### src/rtl/psr_cell.sv
// One history cell of the sample chain: holds a sample, takes its neighbor's.
// Depends on nothing.
module psr_cell (
   input  logic               clock,
   input  logic               reset,
   input  logic               clr,
   input  logic               en,
   input  logic signed [15:0] d,
   output logic signed [15:0] q
);
   logic signed [15:0] data_ff;
   logic signed [15:0] data_in;

   always_comb begin
      data_in = data_ff;
      if (clr) begin
         data_in = '0;
      end else if (en) begin
         data_in = d;
      end
   end

   always_ff @(posedge clock) begin
      if (reset) begin
         data_ff <= '0;
      end else begin
         data_ff <= data_in;
      end
   end

   assign q = data_ff;
endmodule

### config.mk
export PLATFORM = sky130hd
export DESIGN_NAME = psr_cell
export DESIGN_NICKNAME = d
export VERILOG_FILES = /design/src/rtl/psr_cell.sv
export SDC_FILE = /design/constraint.sdc
export NUM_CORES = 1
export LEC_CHECK = 0
export BUFFER_PORTS_ARGS = -buffer_cell sky130_fd_sc_hd__buf_2
export CAP_MARGIN = 20
export CORE_AREA = 2 2 42 44
export CTS_CLUSTER_DIAMETER = 200
export DETAILED_ROUTE_END_ITERATION = 8
export DIE_AREA = 0 0 44 46
export PLACE_DENSITY = 0.71
export SLEW_MARGIN = 15
export SYNTH_ARGS = -nofsm -noshare
export SYNTH_HDL_FRONTEND = slang
export SYNTH_SLANG_ARGS = --single-unit
### constraint.sdc
create_clock -name clock -period 1.8 [get_ports clock]
set_input_delay 0 -clock clock [delete_from_list [all_inputs] [get_ports clock]]
set_output_delay 0 -clock clock [all_outputs]
set_load 0.1 [all_outputs]
* Yosys cells after proc, flatten, opt, wreduce, memory -nomap -nowiden
Index checks and enable logic that the tools add are counted.
** Storage, ports and cells
- Input port bits :: 20
- Word-level logic and storage cells :: 2
- Output and inout bits :: 16
- Register bits after elaboration :: 16
** Operators by class
- Reduce and logical (&&, ||, !) cells :: 1
** Operator list (number)
- $reduce_or A2 Y1 :: 1

* Logic depth before layout (Yosys ltp)
Gate-level depths: netlist of run 1.
- Depth in word-level cells :: 1
- Depth in mapped cells :: 4
- Mapped depth without buffers :: 2

* Least setup slack after synthesis of run 1
No wires, ideal clock.
- Kind :: register -> register
- Start point :: register, netlist name q[0]
- End point :: register data_ff[0] (netlist: q[0])
- Setup slack :: 560 ps
- Clock period less this slack :: 1240 ps
- Setup time :: 67 ps
- Required time :: 1733 ps
- Arrival time :: 1173 ps
- Cell stages (with the launch flop) :: 3
- Buffers on the path :: 0
- Cells stage by stage :: dfxtp_1 -> mux2i_1 -> nor2_1
** RTL lines
- to (signal assigned) :: line 27 : data_ff <= data_in;
- to (decl) :: line 11 : logic signed [15:0] data_ff;

* Final worst setup path of run 1
- Start point :: register data_ff[4] (netlist: q[4])
- End point :: output q[4]
** RTL lines
- to (decl) :: line 9 : output logic signed [15:0] q
No word-level cell between the ends.

==> flow_summary.yaml, run 1 <==
outcome:
  outcome: "finished clean"
worst_setup_path:
  slowest_stage: "buf_2"
  crit_fanout: 2
  path_cells: "buf_2"
  rr_endpoint: "q[9]"
  worstSetupPathType: "register to output port"
  r2r_cells: 2
  worstReg2RegStart: "q[9]"
  crit_family: "buffers and inverters"
  start_kind: "register"
  required_ns: 1.80
  arrival_ns: 1.05
  path_buf_inv: 1
  crit_path_max_incr_delay_ns: 0.43
  rrSetupSlack_ns: 1.18
  end_kind: "output port"
route:
  dr.pass1.iters: 1
  ant_nets: 0
  drc: 0
  drt_wl_total_mm: 1.20
  drt_iter0_markers: 0
  via_per_inst: 4.24
  num_vias: 513
  routedWlPerCell_um: 9.90
cts:
  cts.path.max_buffers: 2
  cts_max_level: 1
  ctsResizeCount: 0
  cts_setup_buffers: 0
  cts_buffers: 3
  cts-root-buf: "clkbuf_4"
  cts_tree: "built"
  clock_latency_ns: 0.27
  clk_pin_slew_ns: 0.09
  tritoncts_num_sinks: 16
finish:
  multi_input_area_um2: 226
  layout_commonest_cell: "buf_2"
  layout_common_cells: "35 x buf_2, 16 x mux2i_1, 16 x nor2_1, 16 x dlygate4sd3_1, 16 x dfxtp_1"
  nets: 125
  largest_reg_flops: 16
  layout-drive-gt1-share: 0.375
  fillers: 149
  antenna_cells: 0
  synthToLayoutAreaGrowth_pct: 61.5
  layout.area.seq_um2: 320
sta:
  finalHoldViolCount: 0
  period_needed_ns: 1.05
  fmax_ghz: 0.951
  rsz0062_at_grt: "no"
  fin_tns_setup_ns: 0
  setup_viol: 0
  worstMarginPinSlew_ns: 0.531
  fin_crit_sh: 0.584
  max_slew_margin: 0.646
  slew_viol_final: 0
  finalClockSkew_ns: 0
synthesis:
  postSynthNetCount: 73
  synth_fa_ha_area_frac: 0
  synth_compound_area_frac: 0
  synth.area.mux_share: 0.275
  yosys.area_share.simple: 0.114
  syn-instance-count: 53
  yosys_warnings: 0
  ys_ff_latch: 16
  syn_area_um2: 582
  ys_seq_area_frac: 0.551
  yosysUniqueCellTypes: 7
  synth-xor-area-share: 0
  syn_avg_cell_area_um2: 11.0
  synth_top_family_by_area: "multiplexers"
global_routing:
  antenna_found_initial: 0
  grt_pass1_wl_mm: 1.95
  grt_max_degree: 17
  grt_pass1_vias: 506
  grt_usage: 0.133
  overflow: 0
die:
  io_pins: 36
  core-area_um2: 1610
  floorplan.die_area_um2: 2020
  initial_core_util: 0.360
  die_w_um: 44
  die_y_um: 46
  rows: 15
placement:
  hpwl_um: 748
  portBuffers: 35
  place_congestion: 0.649
power_and_ir_drop:
  p_per_area_nw_per_um2: 829
  swShare: 0.293
  p_int_uw: 551
  p_seq_frac: 0.476
  power_leakage_nw: 0.495
  p_comb_frac: 0.233
  power.total_uw: 779
  p_sw_uw: 228
  clkPwrFrac: 0.291
  ir_drop_uv: 466
worst_hold_path:
  hp-start: "en"
  hold_depth: 3
  holdPathEnd: "q[3]"
  worstHoldPathType: "input port to register"
run:
  maxCapViolations: 0
-- metal layers --
metal | track usage | up-vias | part of all wire | wire length [um]
met2 | 0.226 | 26 | 0.44 | 522
met1 | 0.157 | 214 | 0.48 | 575
met5 | 0 | - | 0 | 0
met3 | 0.0357 | 0 | 0.083 | 100
li1 | - | 273 | - | -
met4 | 0.0545 | 0 | 0 | 0
-- cells in the mapped netlist --
| cell type | count | share of area |
|---|---|---|
| or2_1 | 1 | 0.011 |
| mux2i_1 | 16 | 0.28 |
| buf_6 | 2 | 0.039 |
| nor2_1 | 16 | 0.10 |
| dfxtp_1 | 16 | 0.55 |
| clkbuf_2 | 1 | 0.0086 |
| buf_4 | 1 | 0.013 |
-- power groups by stage --
stage | clock (mW) | combinational, mW | sequential, mW
floorplan | 0 | 0.0427 | 0.463
global placement | 0 | 0.155 | 0.379
detailed placement | 0 | 0.156 | 0.379
CTS | 0.238 | 0.182 | 0.371
global route | 0.253 | 0.192 | 0.372
finish | 0.227 | 0.182 | 0.371
-- worst max path at each step --
stage / from / end / slack [ns] / cells past startpoint
finish: q[4] / q[4] / 0.75 / 1
floorplan: q[0] / q[0] / 0.56 / 2
global placement: en / q[7] / 0.99 / 3
global route: q[4] / q[4] / 0.70 / 1
CTS: q[4] / q[4] / 0.74 / 1
detailed placement: en / q[9] / 0.97 / 3
-- cell type report --
type | instances | area share
clock buffer | 4 | 0.0386
multi-input combinational | 33 | 0.241
sequential | 16 | 0.341
tap | 17 | 0.0226
timing repair buffer | 51 | 0.357
-- kinds of logic after synthesis --
family | Yosys count
AND/OR/NAND/NOR | 17
multiplexers | 16
buffers and inverters | 4
flip-flops | 16
-- repair_timing --
item,in CTS,in global routing
endpoints found under the setup margin,0,0
endpoints found under the hold margin,16,0
hold buffers,16,0
-- metrics by stage --
stage,hold WS (ns),utilization,worst slack (ns),cell area [um2],cells
6_report,0.244,0.582,0.748,940,121
5_1_grt,0.247,0.582,0.695,940,121
4_1_cts,0.241,0.582,0.739,940,121
3_5_place_dp,0.244,0.460,0.968,743,101
3_3_place_gp,0.234,0.460,0.986,743,101
2_1_floorplan,0.147,-,0.560,582,53
(Power assumes the default switching activity.)
==> inputs of run 2 (changes only) <==
Clock period 1.8 ns to 1.1 ns, I/O delays scaled along.
==> run 2 against run 1 <==
Compared with the run above:
- critical path depth did not move
- first-iteration DRC count increased by 5
- largest cell class is now flip-flops and latches
- via count up 6.6%
- highest routed layer is now met4
- clock skew stayed put
- sequential power is 64% higher
==> flow_summary.yaml, run 2 (synthesis gave the netlist of run 1 again) <==
sta:
  max_slew_margin: 0.658
  setup_viol: 0
  finalClockSkew_ns: 0
  finalHoldViolCount: 0
  rsz0062_at_grt: "no"
  period_needed_ns: 1.05
  worstMarginPinSlew_ns: 0.513
  slew_viol_final: 0
  hold_ws_ns: 0.237
  fin_crit_sh: 0.951
  fin_tns_setup_ns: 0
  fmax_ghz: 0.956
worst_setup_path:
  path_depth: 1
  start_kind: "register"
  path_cells: "buf_2"
  worstReg2RegStart: "q[5]"
  worstSetupPathType: "register to output port"
  arrival_ns: 1.05
  required_ns: 1.10
  end_kind: "output port"
  r2r_cells: 2
  startpoint: "q[6]"
  crit_family: "buffers and inverters"
  crit_fanout: 2
  crit_path_max_incr_delay_ns: 0.42
  slowest_stage: "buf_2"
  path_buf_inv: 1
power_and_ir_drop:
  ir_drop_uv: 662
  power_leakage_nw: 0.502
  p_per_area_nw_per_um2: 1340
finish:
  antenna_cells: 0
  nets: 125
  layout_commonest_cell: "buf_2"
  largest_reg_flops: 16
  finalInstanceArea_um2: 960
  utilization: 0.595
  fillers: 153
  synthToLayoutAreaGrowth_pct: 64.9
  layout_common_cells: "35 x buf_2, 16 x mux2i_1, 16 x nor2_1, 16 x dlygate4sd3_1, 16 x dfxtp_2"
  layout-drive-gt1-share: 0.529
route:
  via_per_inst: 4.52
  drt_iter0_markers: 5
  routedWlPerCell_um: 10.8
  num_vias: 547
  drc: 0
  drt_wl_total_mm: 1.30
  dr.pass1.iters: 2
  ant_nets: 0
cts:
  cts_tree: "built"
  cts-root-buf: "clkbuf_4"
  cts.path.max_buffers: 2
  tritoncts_num_sinks: 16
  cts_buffers: 3
  cts_setup_buffers: 0
  cts_max_level: 1
  clk_pin_slew_ns: 0.09
  clock_latency_ns: 0.28
global_routing:
  antenna_found_initial: 0
  grtUsageMet2: 0.271
  grtUsageMet1: 0.144
  overflow: 0
  grt_busiest_layer: "met2"
  met3_usage: 0.0595
  grt_pass1_vias: 543
  grt_max_degree: 17
  grt_pass1_wl_mm: 2.09
  grt_usage: 0.151
die:
  floorplan.die_area_um2: 2020
  die_w_um: 44
  io_pins: 36
  rows: 15
  die_y_um: 46
  core-area_um2: 1610
  initial_core_util: 0.360
placement:
  portBuffers: 35
  placed_cell_area_um2: 763
  place_congestion: 0.684
  hpwl_um: 799
run:
  maxCapViolations: 0
outcome:
  outcome: "finished clean"
worst_hold_path:
  hold_depth: 3
  hp-start: "en"
  worstHoldPathType: "input port to register"
## run 2: area by class of cell
| cell class | count | area, um2 | area share |
|---|---|---|---|
| clock buffer | 4 | 36.3 | 0.0378 |
| timing repair buffer | 51 | 335 | 0.349 |
| sequential | 16 | 340 | 0.355 |
| tap | 17 | 21.3 | 0.0222 |
| multi-input combinational | 33 | 226 | 0.236 |
## run 2: where the power goes
part / total (mW) / switching, mW / internal (mW)
Combinational: 0.298 / 0.196 / 0.103
Clock: 0.381 / 0.180 / 0.202
Sequential: 0.610 / 0.00887 / 0.601
## run 2: repair_timing
item	in CTS	in global routing
resized for setup	0	0
endpoints found under the hold margin	16	0
hold buffers	16	0
## run 2: path summary, 6_finish.rpt
check / endpoint / slack (ns)
setup / recovery: q[6] / 0.05
hold / removal: q[13] / 0.24
setup reg to reg: q[5] / 0.45
hold reg to reg: q[11] / 0.48
## run 2: through the flow
stage	worst slack [ns]	power, mW	instances
after floorplan	0.178	0.833	53
after global routing	0.00362	1.35	121
after CTS	0.0478	1.31	121
after detailed placement	0.261	0.879	101
final	0.0538	1.29	121
after global placement	0.281	0.877	101
## run 2: routing by layer
metal | part of all wire | wire (um)
met4 | 0.015 | 19
met5 | 0 | 0
met1 | 0.40 | 517
met3 | 0.097 | 126
met2 | 0.49 | 639
